$ cat config.mk
export PLATFORM = sky130hd
export DESIGN_NAME = spectrum_bar_peak_hold_meter_unit
export DESIGN_NICKNAME = d
export VERILOG_FILES = /design/src/sbm_pkg.sv /design/src/sbm_alu.sv /design/src/sbm_store.sv /design/src/spectrum_bar_peak_hold_meter_unit.sv
export SDC_FILE = /design/constraint.sdc
export NUM_CORES = 2
export LEC_CHECK = 0
export BUFFER_PORTS_ARGS = -buffer_cell sky130_fd_sc_hd__buf_4
export CAP_MARGIN = 20
export CORE_MARGIN = 3
export CORE_UTILIZATION = 68
export CTS_CLUSTER_DIAMETER = 100
export CTS_CLUSTER_SIZE = 14
export DETAILED_ROUTE_END_ITERATION = 10
export PLACE_DENSITY = 0.82
export SLEW_MARGIN = 20
export SYNTH_ARGS = -nofsm -noshare
export SYNTH_HDL_FRONTEND = slang
export SYNTH_SLANG_ARGS = --single-unit
$ cat constraint.sdc
create_clock -name clock -period 23.4 [get_ports clock]
set_clock_uncertainty 0.2 [all_clocks]
set_input_delay 2.34 -clock clock [delete_from_list [all_inputs] [get_ports clock]]
set_output_delay 2.34 -clock clock [all_outputs]
set_load 0.005 [all_outputs]
$ cat src/sbm_pkg.sv
// Shared types and constants for the spectrum bar peak-hold meter.
// Used by sbm_alu, sbm_store and the top level; depends on nothing else.
`timescale 1ns / 1ps

package sbm_pkg;

   localparam int NUM_BARS   = 32;
   localparam int BAR_AW     = (NUM_BARS > 1) ? $clog2(NUM_BARS) : 1;
   localparam int BAR_W      = 6;
   localparam int LVL_W      = 16;
   localparam int HOLD_W     = 8;
   localparam int CSR_IDX_W  = 2;
   localparam int CSR_DATA_W = 16;

   localparam logic [CSR_IDX_W-1:0] CSR_RISE_FRACTION = 2'd0;
   localparam logic [CSR_IDX_W-1:0] CSR_DECAY_STEP    = 2'd1;
   localparam logic [CSR_IDX_W-1:0] CSR_HOLD_TICKS    = 2'd2;
   localparam logic [CSR_IDX_W-1:0] CSR_GRAVITY_STEP  = 2'd3;

   localparam logic [LVL_W-1:0]  RISE_FRACTION_RESET = 16'd32768;
   localparam logic [LVL_W-1:0]  DECAY_STEP_RESET    = 16'd1311;
   localparam logic [HOLD_W-1:0] HOLD_TICKS_RESET    = 8'd20;
   localparam logic [LVL_W-1:0]  GRAVITY_STEP_RESET  = 16'd131;

   localparam logic REQ_SAMPLE = 1'b0;
   localparam logic REQ_TICK   = 1'b1;

   typedef enum logic [1:0] {
      ALU_SUB_FLR,
      ALU_MUL_HI,
      ALU_ADD_SAT,
      ALU_MAX
   } alu_op_type;

   typedef struct packed {
      logic [LVL_W-1:0]  height;
      logic [LVL_W-1:0]  cap;
      logic [LVL_W-1:0]  speed;
      logic [HOLD_W-1:0] hold;
   } bar_state_type;

   typedef struct packed {
      logic [BAR_AW-1:0] addr;
      logic              fm_we;
      logic [LVL_W-1:0]  fm_wdata;
      logic              fm_clr;
      logic              bs_we;
      bar_state_type     bs_wdata;
   } store_ctrl_type;

endpackage

$ cat src/sbm_alu.sv
// Shared arithmetic unit of the meter: floored subtract, Q0.16 multiply,
// saturating add and maximum on 16-bit levels. Depends on sbm_pkg.
`timescale 1ns / 1ps

module sbm_alu (
   input  sbm_pkg::alu_op_type         op,
   input  logic [sbm_pkg::LVL_W-1:0]   a,
   input  logic [sbm_pkg::LVL_W-1:0]   b,
   output logic [sbm_pkg::LVL_W-1:0]   result,
   output logic                        a_gt_b
);
   import sbm_pkg::*;

   logic [2*LVL_W-1:0] product;
   logic [LVL_W:0]     sum;

   assign a_gt_b  = (a > b);
   assign product = a * b;
   assign sum     = {1'b0, a} + {1'b0, b};

   always_comb begin
      case (op)
         ALU_SUB_FLR: result = a_gt_b ? (a - b) : '0;
         ALU_MUL_HI:  result = product[2*LVL_W-1:LVL_W];
         ALU_ADD_SAT: result = sum[LVL_W] ? {LVL_W{1'b1}} : sum[LVL_W-1:0];
         ALU_MAX:     result = a_gt_b ? a : b;
         default:     result = a;
      endcase
   end

endmodule

$ cat src/sbm_store.sv
// Per-bar storage: frame maxima and bar state (height, cap, speed, hold),
// each a memory with registered read and per-entry valid bits. Depends on sbm_pkg.
`timescale 1ns / 1ps

module sbm_store (
   input  logic                           clock,
   input  logic                           reset,
   input  sbm_pkg::store_ctrl_type        ctrl,
   output logic [sbm_pkg::LVL_W-1:0]      fm_rdata,
   output sbm_pkg::bar_state_type         bs_rdata
);
   import sbm_pkg::*;

   logic [LVL_W-1:0]    fm_mem [NUM_BARS];
   bar_state_type       bs_mem [NUM_BARS];
   logic [NUM_BARS-1:0] fm_vld_ff;
   logic [NUM_BARS-1:0] bs_vld_ff;
   logic [LVL_W-1:0]    fm_rdata_ff;
   bar_state_type       bs_rdata_ff;

   // An entry that was never written since reset (or since the last frame
   // clear, for the maxima) reads as zero.
   always_ff @(posedge clock) begin
      if (reset) begin
         fm_vld_ff <= '0;
         bs_vld_ff <= '0;
      end else begin
         if (ctrl.fm_clr) begin
            fm_vld_ff <= '0;
         end else if (ctrl.fm_we) begin
            fm_vld_ff[ctrl.addr] <= 1'b1;
         end
         if (ctrl.bs_we) begin
            bs_vld_ff[ctrl.addr] <= 1'b1;
         end
      end
   end

   always_ff @(posedge clock) begin
      if (ctrl.fm_we) begin
         fm_mem[ctrl.addr] <= ctrl.fm_wdata;
      end
      if (ctrl.bs_we) begin
         bs_mem[ctrl.addr] <= ctrl.bs_wdata;
      end
   end

   always_ff @(posedge clock) begin
      fm_rdata_ff <= fm_vld_ff[ctrl.addr] ? fm_mem[ctrl.addr] : '0;
      bs_rdata_ff <= bs_vld_ff[ctrl.addr] ? bs_mem[ctrl.addr] : '0;
   end

   assign fm_rdata = fm_rdata_ff;
   assign bs_rdata = bs_rdata_ff;

endmodule

$ cat src/spectrum_bar_peak_hold_meter_unit.sv
// Top level of the spectrum bar meter: sequencer, configuration registers
// and output register. Depends on sbm_pkg, sbm_alu and sbm_store.
// A bin sample passes ST_SAMPLE, which writes its frame maximum; an out-of-range sample
// or an empty tick is taken in ST_IDLE alone. A tick walks each bar in turn through
// ST_LOAD, ST_GAP, ST_MUL, ST_HGT, ST_CMP, ST_VEL, ST_CAP and ST_OUT, using the shared
// arithmetic unit; ST_OUT waits out any output stall. Reset is synchronous and sets the registers
// to their defaults; all stored levels read as zero at once, with no clearing pass.
`timescale 1ns / 1ps

module spectrum_bar_peak_hold_meter_unit (
   input  logic                             clock,
   input  logic                             reset,
   input  logic                             req_valid,
   output logic                             req_stall,
   input  logic                             req_type,
   input  logic [sbm_pkg::BAR_W-1:0]        req_bar_index,
   input  logic [sbm_pkg::LVL_W-1:0]        req_magnitude,
   output logic                             rsp_valid,
   input  logic                             rsp_stall,
   output logic [sbm_pkg::BAR_W-1:0]        rsp_out_bar,
   output logic [sbm_pkg::LVL_W-1:0]        rsp_bar_height,
   output logic [sbm_pkg::LVL_W-1:0]        rsp_peak_position,
   output logic                             rsp_last_bar,
   input  logic                             csr_we,
   input  logic [sbm_pkg::CSR_IDX_W-1:0]    csr_index,
   input  logic [sbm_pkg::CSR_DATA_W-1:0]   csr_wdata
);
   import sbm_pkg::*;

   typedef enum logic [3:0] {
      ST_IDLE,
      ST_SAMPLE,
      ST_LOAD,
      ST_GAP,
      ST_MUL,
      ST_HGT,
      ST_CMP,
      ST_VEL,
      ST_CAP,
      ST_OUT
   } state_type;

   localparam logic [BAR_AW-1:0] LAST_BAR = BAR_AW'(NUM_BARS - 1);

   logic [LVL_W-1:0]  rise_fraction_ff;
   logic [LVL_W-1:0]  decay_step_ff;
   logic [HOLD_W-1:0] hold_ticks_ff;
   logic [LVL_W-1:0]  gravity_step_ff;

   state_type         state_ff, state_in;
   logic [BAR_AW-1:0] bar_ff, bar_in;
   logic [LVL_W-1:0]  mag_ff, mag_in;
   logic              frame_seen_ff, frame_seen_in;
   logic [LVL_W-1:0]  work_ff, work_in;
   logic [LVL_W-1:0]  height_ff, height_in;
   logic              rise_ff, rise_in;
   logic              fall_ff, fall_in;
   logic              rsp_valid_ff, rsp_valid_in;
   logic [BAR_W-1:0]  rsp_bar_ff, rsp_bar_in;
   logic [LVL_W-1:0]  rsp_height_ff, rsp_height_in;
   logic [LVL_W-1:0]  rsp_peak_ff, rsp_peak_in;
   logic              rsp_last_ff, rsp_last_in;

   alu_op_type        alu_op;
   logic [LVL_W-1:0]  alu_a;
   logic [LVL_W-1:0]  alu_b;
   logic [LVL_W-1:0]  alu_result;
   logic              alu_gt;

   store_ctrl_type    store_ctrl;
   logic [LVL_W-1:0]  fm_rdata;
   bar_state_type     bs_rdata;
   bar_state_type     bs_next;
   logic              req_accept;
   logic              in_range;

   sbm_alu u_alu (
      .op     (alu_op),
      .a      (alu_a),
      .b      (alu_b),
      .result (alu_result),
      .a_gt_b (alu_gt)
   );

   sbm_store u_store (
      .clock    (clock),
      .reset    (reset),
      .ctrl     (store_ctrl),
      .fm_rdata (fm_rdata),
      .bs_rdata (bs_rdata)
   );

   always_ff @(posedge clock) begin
      if (reset) begin
         rise_fraction_ff <= RISE_FRACTION_RESET;
         decay_step_ff    <= DECAY_STEP_RESET;
         hold_ticks_ff    <= HOLD_TICKS_RESET;
         gravity_step_ff  <= GRAVITY_STEP_RESET;
      end else if (csr_we) begin
         case (csr_index)
            CSR_RISE_FRACTION: rise_fraction_ff <= csr_wdata;
            CSR_DECAY_STEP:    decay_step_ff    <= csr_wdata;
            CSR_HOLD_TICKS:    hold_ticks_ff    <= csr_wdata[HOLD_W-1:0];
            CSR_GRAVITY_STEP:  gravity_step_ff  <= csr_wdata;
            default: begin
            end
         endcase
      end
   end

   assign req_stall  = (state_ff != ST_IDLE);
   assign req_accept = req_valid && (state_ff == ST_IDLE);
   assign in_range   = ({1'b0, req_bar_index} < (BAR_W + 1)'(NUM_BARS));

   always_comb begin
      state_in      = state_ff;
      bar_in        = bar_ff;
      mag_in        = mag_ff;
      frame_seen_in = frame_seen_ff;
      work_in       = work_ff;
      height_in     = height_ff;
      rise_in       = rise_ff;
      fall_in       = fall_ff;
      rsp_valid_in  = rsp_valid_ff;
      rsp_bar_in    = rsp_bar_ff;
      rsp_height_in = rsp_height_ff;
      rsp_peak_in   = rsp_peak_ff;
      rsp_last_in   = rsp_last_ff;

      alu_op = ALU_MAX;
      alu_a  = mag_ff;
      alu_b  = fm_rdata;

      bs_next = bs_rdata;

      store_ctrl          = '0;
      store_ctrl.addr     = bar_ff;
      store_ctrl.fm_wdata = alu_result;
      store_ctrl.bs_wdata = bs_next;

      case (state_ff)
         ST_IDLE: begin
            store_ctrl.addr = req_bar_index[BAR_AW-1:0];
            if (req_accept) begin
               if (req_type == REQ_SAMPLE) begin
                  if (in_range) begin
                     bar_in        = req_bar_index[BAR_AW-1:0];
                     mag_in        = req_magnitude;
                     frame_seen_in = 1'b1;
                     state_in      = ST_SAMPLE;
                  end
               end else if (frame_seen_ff) begin
                  bar_in   = '0;
                  state_in = ST_LOAD;
               end
            end
         end
         ST_SAMPLE: begin
            store_ctrl.fm_we = 1'b1;
            state_in         = ST_IDLE;
         end
         ST_LOAD: begin
            state_in = ST_GAP;
         end
         ST_GAP: begin
            alu_op   = ALU_SUB_FLR;
            alu_a    = fm_rdata;
            alu_b    = bs_rdata.height;
            work_in  = alu_result;
            rise_in  = alu_gt;
            state_in = ST_MUL;
         end
         ST_MUL: begin
            alu_op   = ALU_MUL_HI;
            alu_a    = work_ff;
            alu_b    = rise_fraction_ff;
            work_in  = alu_result;
            state_in = ST_HGT;
         end
         ST_HGT: begin
            alu_op    = rise_ff ? ALU_ADD_SAT : ALU_SUB_FLR;
            alu_a     = bs_rdata.height;
            alu_b     = rise_ff ? work_ff : decay_step_ff;
            height_in = alu_result;
            state_in  = ST_CMP;
         end
         ST_CMP: begin
            alu_op   = ALU_SUB_FLR;
            alu_a    = bs_rdata.cap;
            alu_b    = height_ff;
            fall_in  = alu_gt;
            state_in = ST_VEL;
         end
         ST_VEL: begin
            alu_op   = ALU_ADD_SAT;
            alu_a    = bs_rdata.speed;
            alu_b    = gravity_step_ff;
            work_in  = alu_result;
            state_in = ST_CAP;
         end
         ST_CAP: begin
            alu_op         = ALU_SUB_FLR;
            alu_a          = bs_rdata.cap;
            alu_b          = work_ff;
            bs_next.height = height_ff;
            if (!fall_ff) begin
               bs_next.cap   = height_ff;
               bs_next.speed = '0;
               bs_next.hold  = hold_ticks_ff;
            end else if (bs_rdata.hold != '0) begin
               bs_next.hold = bs_rdata.hold - 1'b1;
            end else begin
               bs_next.speed = work_ff;
               bs_next.cap   = alu_result;
            end
            store_ctrl.bs_we    = 1'b1;
            store_ctrl.bs_wdata = bs_next;
            rsp_valid_in  = 1'b1;
            rsp_bar_in    = BAR_W'(bar_ff);
            rsp_height_in = bs_next.height;
            rsp_peak_in   = bs_next.cap;
            rsp_last_in   = (bar_ff == LAST_BAR);
            state_in      = ST_OUT;
         end
         ST_OUT: begin
            if (!rsp_stall) begin
               rsp_valid_in = 1'b0;
               if (bar_ff == LAST_BAR) begin
                  store_ctrl.fm_clr = 1'b1;
                  frame_seen_in     = 1'b0;
                  state_in          = ST_IDLE;
               end else begin
                  bar_in   = bar_ff + 1'b1;
                  state_in = ST_LOAD;
               end
            end
         end
         default: begin
            state_in = ST_IDLE;
         end
      endcase
   end

   always_ff @(posedge clock) begin
      if (reset) begin
         state_ff      <= ST_IDLE;
         frame_seen_ff <= 1'b0;
         rsp_valid_ff  <= 1'b0;
      end else begin
         state_ff      <= state_in;
         frame_seen_ff <= frame_seen_in;
         rsp_valid_ff  <= rsp_valid_in;
      end
      bar_ff        <= bar_in;
      mag_ff        <= mag_in;
      work_ff       <= work_in;
      height_ff     <= height_in;
      rise_ff       <= rise_in;
      fall_ff       <= fall_in;
      rsp_bar_ff    <= rsp_bar_in;
      rsp_height_ff <= rsp_height_in;
      rsp_peak_ff   <= rsp_peak_in;
      rsp_last_ff   <= rsp_last_in;
   end

   assign rsp_valid         = rsp_valid_ff;
   assign rsp_out_bar       = rsp_bar_ff;
   assign rsp_bar_height    = rsp_height_ff;
   assign rsp_peak_position = rsp_peak_ff;
   assign rsp_last_bar      = rsp_last_ff;

endmodule

# Yosys cells after proc, flatten, opt, wreduce, memory -nomap -nowiden
# Memories as Yosys holds them, arrays and structs flattened. A register that Yosys moved wholly into a read port is not among the register bits.
# Index checks and enable logic that the tools add are counted.
[op_classes]
add_sub_neg = 4
multipliers = 1
order_cmp = 4
n_eq_ne = 24
n_mux = 50
bitwise_logic = 3
n_reduce_logical = 24
[op_table]
columns = ["op", "count"]
rows = [
  ["$pmux 16 s6", 1],
  ["$pmux 16 s5", 1],
  ["$mux 16", 4],
  ["$or 32x32->32", 2],
  ["$pmux 16 s4", 1],
  ["$mux 57", 1],
  ["$mux 40", 1],
  ["$pmux 4 s9", 1],
  ["$mux 5", 7],
  ["$mul 16x16->32", 1],
  ["$mux 32", 1],
  ["$mux 4", 5],
  ["$add 16x16->17", 1],
  ["$mux 1", 17],
  ["$eq 4x3->1 const B", 4],
  ["$gt 16x16->1", 1],
  ["$sub 16x16->16", 1],
  ["$ne 2x2->1 const B", 6],
  ["$reduce_and 6->1", 2],
  ["$bmux 1 s5", 2],
  ["$pmux 5 s2", 1],
  ["$reduce_and 2->1", 5],
  ["$eq 2x2->1 const B", 4],
  ["$eq 4x2->1 const B", 2],
  ["26 further kinds", 38],
]
[word_totals]
ff_bits = 219
ram_bits = 2304
in_bits = 46
out_inout_bits = 41
wordCells = 131
memories = 2
[memory_table]
columns = ["memory", "depth", "width", "read_ports", "rd_ports_with_merged_regs", "write_ports", "line", "rtl"]
rows = [
  ["u_store.bs_mem", 32, 56, 1, 1, 1, "sbm_store.sv:15", "bar_state_type bs_mem [NUM_BARS];"],
  ["u_store.fm_mem", 32, 16, 1, 1, 1, "sbm_store.sv:14", "logic [LVL_W-1:0] fm_mem [NUM_BARS];"],
]

# Depth between registers and ports, before layout
[depth]
depth_word = 11
mapped_depth = 35

# By module
# A second synthesis with hierarchy kept.
[hier_totals]
hier_cells = 7119
hier_area_um2 = 110003.0
[by_module_without_submodules]
columns = ["module", "n_inst", "cells_each", "area_each_um2", "seq_area_each_um2"]
rows = [
  ["sbm_store", 1, 4921, 91281.3, 71909.0],
  ["sbm_alu", 1, 1248, 10209.8, 0.0],
  ["spectrum_bar_peak_hold_meter_unit", 1, 950, 8511.9, 4033.9],
]

# Worst setup path before layout
# OpenSTA, ideal clock, no wires.
[synth_timing]
path_kind = "register -> register"
from = "register state_ff[3]"
to = "memory u_store.bs_mem[0][37] (netlist bit) (data pin)"
arrival_ns = 9.454
required_time_ns = 22.916
slack_ns = 13.463
stages_incl_launch_ff = 34
path_buffers = 4
cell_sequence = "dfxtp_1 clkbuf_1 nand2b_1 buf_2 nor3_1 clkbuf_1 clkbuf_1 a22oi_1 nand4_1 o21ai_1 inv_1 ha_1 inv_1 fa_1 inv_1 fa_1 inv_1 fa_1 inv_1 fa_1 fa_1 inv_1 fa_1 inv_1 ha_1 a21o_1 a21o_1 a21oi_1 a21oi_1 nor2b_1 a21oi_1 nand3_1 o311ai_1 a221o_1"
[synth_lines]
columns = ["element", "line", "rtl"]
rows = [
  ["from (decl)", "spectrum_bar_peak_hold_meter_unit.sv:50", "state_type state_ff, state_in;"],
  ["from (signal assigned)", "spectrum_bar_peak_hold_meter_unit.sv:250", "state_ff <= state_in;"],
  ["to (decl)", "sbm_store.sv:15", ""],
]

==> impl_metrics.yaml <==
clock_tree:
  post_cts_buffers: 0
  cts_resized: 0
  clock_path_buffers: 3
  clockRootBuffer: "clkbuf_16"
  clock_latency_ps: 890
  h-tree-depth: 4
  cts.sinks: 2595
  hold_buffers: 0
  clk_pin_slew_ps: 70
  cts-buffers-inserted: 203
  cts_tree: "built"
grt:
  globalRouteTotalUtil: 0.4229
  grt_overflow: 0
  grt_pass1_wl_um: 494400
  antenna_found_initial: 6
  grt_max_degree: 121
  grt_pass1_vias: 67166
critical_path:
  cp_top_family: "adder cells"
  cp-start-kind: "flop"
  ff2ff_path_depth: 29
  r2r_end: "u_store.bs_mem[28][26]"
  path_class: "reg -> reg"
  critPathSlowestCell: "nand2_1"
  path_max_fanout: 55
  r2r_slack_ps: 11710
  crit_cells: 29
  end_kind: "flop"
  r2r-start: "state_ff[2]"
  worstPathArrival_ps: 11980
  crit_top_cell: "fa_1"
  crit_buf_inv: 8
  slowest_delay_ps: 840
  crit_required_ps: 23700
die:
  die_w_um: 407.9
  io_pins: 87
  die-area_um2: 166300
  core_um2: 159500
  rows: 146
  die_y_um: 407.9
  start_util: 0.6886
timing:
  layout_min_cycle_time_ps: 11690
  rsz0062_at_grt: "no"
  slew_violations: 0
  setup_violations: 0
  tns_ps: 0
  setup_slack_ps: 11710
  hold_violations: 0
  fin_crit_sh: 0.4994
  worst_slew_pin_slew_ps: 1246
  clock.fmax_mhz: 85.57
  max_slew_margin: 0.1697
place:
  gp_congestion: 1.016
  place_hpwl_um: 191700
  place_inst: 8534
  io_buffers: 85
  dp_slack_ps: 11980
yosys:
  synth-main-ff-cell: "edfxtp_1"
  synth_seq_cells: 2595
  synthArstFlopShare: 0
  syn_avg_cell_area_um2: 16.99
  synth_area_leader_cell: "edfxtp_1"
  netlist-cell-type-count: 95
  syn_nets: 6840
  synth_enable_flop_cells: 2397
  seq_area_frac_synth: 0.6916
  synthTopCellsByArea: "edfxtp_1 66%, mux4_2 12%, dfxtp_1 3.6%"
  syn_inst: 6463
  synth_area_um2: 109800
  synth_warnings: 0
  synth.top_cell.area_share: 0.6555
route:
  routed_wl_um: 349000
  drc_errors: 2
  drtAntennaViolNets: 0
  drtPass1Iterations: 11
  wl_per_cell_um: 39.22
  drt_iter0_markers: 12657
  drt-vias-per-instance: 7.571
  num_vias: 67378
power:
  p_leak_nw: 42.44
  power.total_w: 0.008975
  p_per_area_nw_per_um2: 74.85
  vdd_drop_max_uv: 102.0
finish:
  multi_input_area_um2: 31940
  area_growth_pct: 9.184
  drive_above_1_share: 0.1854
  n_fill_cell: 8382
  layout.cells.non_filler: 8899
  layout.nets: 6973
  post-route-util: 0.7518
  seq_area_um2: 75940
status:
  violations: "design-rule violations"
  status: "complete, but fails checks"
job:
  cap_violations: 0
min_path:
  whs_endpoint: "rise_fraction_ff[0]"
  hold_depth: 2
  hp-start: "rise_fraction_ff[0]"
  min-delay-path-class: "reg -> reg"
==> worst max path at each step <==
stage | from | endpoint | slack, ps
floorplan | state_ff[3] | u_store.bs_mem[0][37] | 13460
global placement | state_ff[2] | u_store.bs_mem[0][34] | 12120
detailed placement | state_ff[2] | u_store.bs_mem[3][34] | 11980
CTS | state_ff[2] | u_store.bs_mem[10][34] | 11940
global route | state_ff[2] | u_store.bs_mem[29][26] | 11290
finish | state_ff[2] | u_store.bs_mem[28][26] | 11710
==> metrics by stage <==
stage / hold slack, ps / area, um2
6_report: 258.4 / 119900
4_1_cts: 259.0 / 119800
3_3_place_gp: 242.0 / 113800
2_1_floorplan: 231.6 / 109800
5_1_grt: 276.5 / 119900
3_5_place_dp: 250.1 / 113900
==> cells in the mapped netlist (24+ instances only) <==
master and n:
edfxtp_1 2397, nand2_1 717, mux4_2 592, nor2_1 370, a21oi_1 304, inv_1 295
dfxtp_1 198, fa_1 195, clkbuf_1 194, ha_1 136, a22oi_1 114, buf_2 101
o21ai_0 75, mux2i_1 53, buf_1 51, o21a_1 44, a22o_1 39, a21o_1 34
o31a_1 34, nor3_1 32, a31oi_1 30, nand4_1 29, nor4_1 29, o22ai_1 27
xnor2_1 27, a221oi_1 24
==> cell type report <==
type	count	area share
Clock buffer	344	0.04708
Multi-Input combinational cell	3207	0.2664
Antenna cell	5	0.0001044
Clock inverter	13	0.002129
Timing Repair Buffer	277	0.01866
Inverter	312	0.009799
Tap cell	2146	0.02240
Sequential cell	2595	0.6334
==> layout by cell type, fill, tap and decap left out, types with 43 or more instances in the layout <==
cell	n
nor2_1	324
mux2i_1	52
a21oi_1	301
fa_1	195
a22oi_1	113
mux4_2	592
ha_1	136
clkbuf_16	204
buf_4	263
nand2_1	709
o21ai_0	59
inv_1	292
edfxtp_1	2397
o21a_1	43
clkbuf_1	138
dfxtp_1	198
==> logic make-up (layout without fill, tap and decap cells) <==
| family | after synthesis | count (layout) | synth area share |
|---|---|---|---|
| AOI/OAI and AO/OA | 883 | 883 | 0.05388 |
| xor gates and xnor gates | 29 | 29 | 0.002313 |
| adders and majority gates | 331 | 331 | 0.05105 |
| buffers and inverters | 661 | 946 | 0.02387 |
| DFF | 2595 | 2595 | 0.6916 |
| muxes | 653 | 653 | 0.1271 |
| other | 1 | 6 | 0.00003415 |
| and+or+nand+nor | 1310 | 1310 | 0.05020 |
==> worst min-delay path, delay by kind of cell (launching register included) <==
kind / cells / cell delay, ps
AO/OA/AOI/OAI: 1 / 50
flip-flops: 1 / 310
AND/OR/NAND/NOR: 1 / 50
==> where the power goes <==
part / internal, W / total (W) / leakage [nW] / switching (W)
clock network: 0.00164 / 0.00328 / 2.80 / 0.00164
logic: 0.000248 / 0.000664 / 13.6 / 0.000417
registers: 0.00502 / 0.00503 / 26.1 / 0.00000809
total: 0.00691 / 0.00897 / 42.4 / 0.00206
==> sequential cells by signal, indices dropped and copies added (netlist names), 5 cells and up <==
register	flops
u_store.bs_mem	1792
u_store.bs_rdata	56
height_ff	16
work_ff	16
u_store.bs_vld_ff	32
rsp_peak_position	16
mag_ff	16
rise_fraction_ff	16
u_store.fm_mem	512
decay_step_ff	16
u_store.fm_vld_ff	32
u_store.fm_rdata	16
hold_ticks_ff	8
gravity_step_ff	16
bar_ff	5
rsp_bar_height	16
rsp_out_bar	5
==> metal layers <==
layer,GRT usage,up-vias,part of all wire
met2,0.6203,6954,0.45
met1,0.5677,33673,0.33
met4,0.2401,10,0.072
met3,0.1383,1476,0.15
met5,0.007759,-,0.00071
li1,-,25265,-
(Power assumes the default switching activity.)
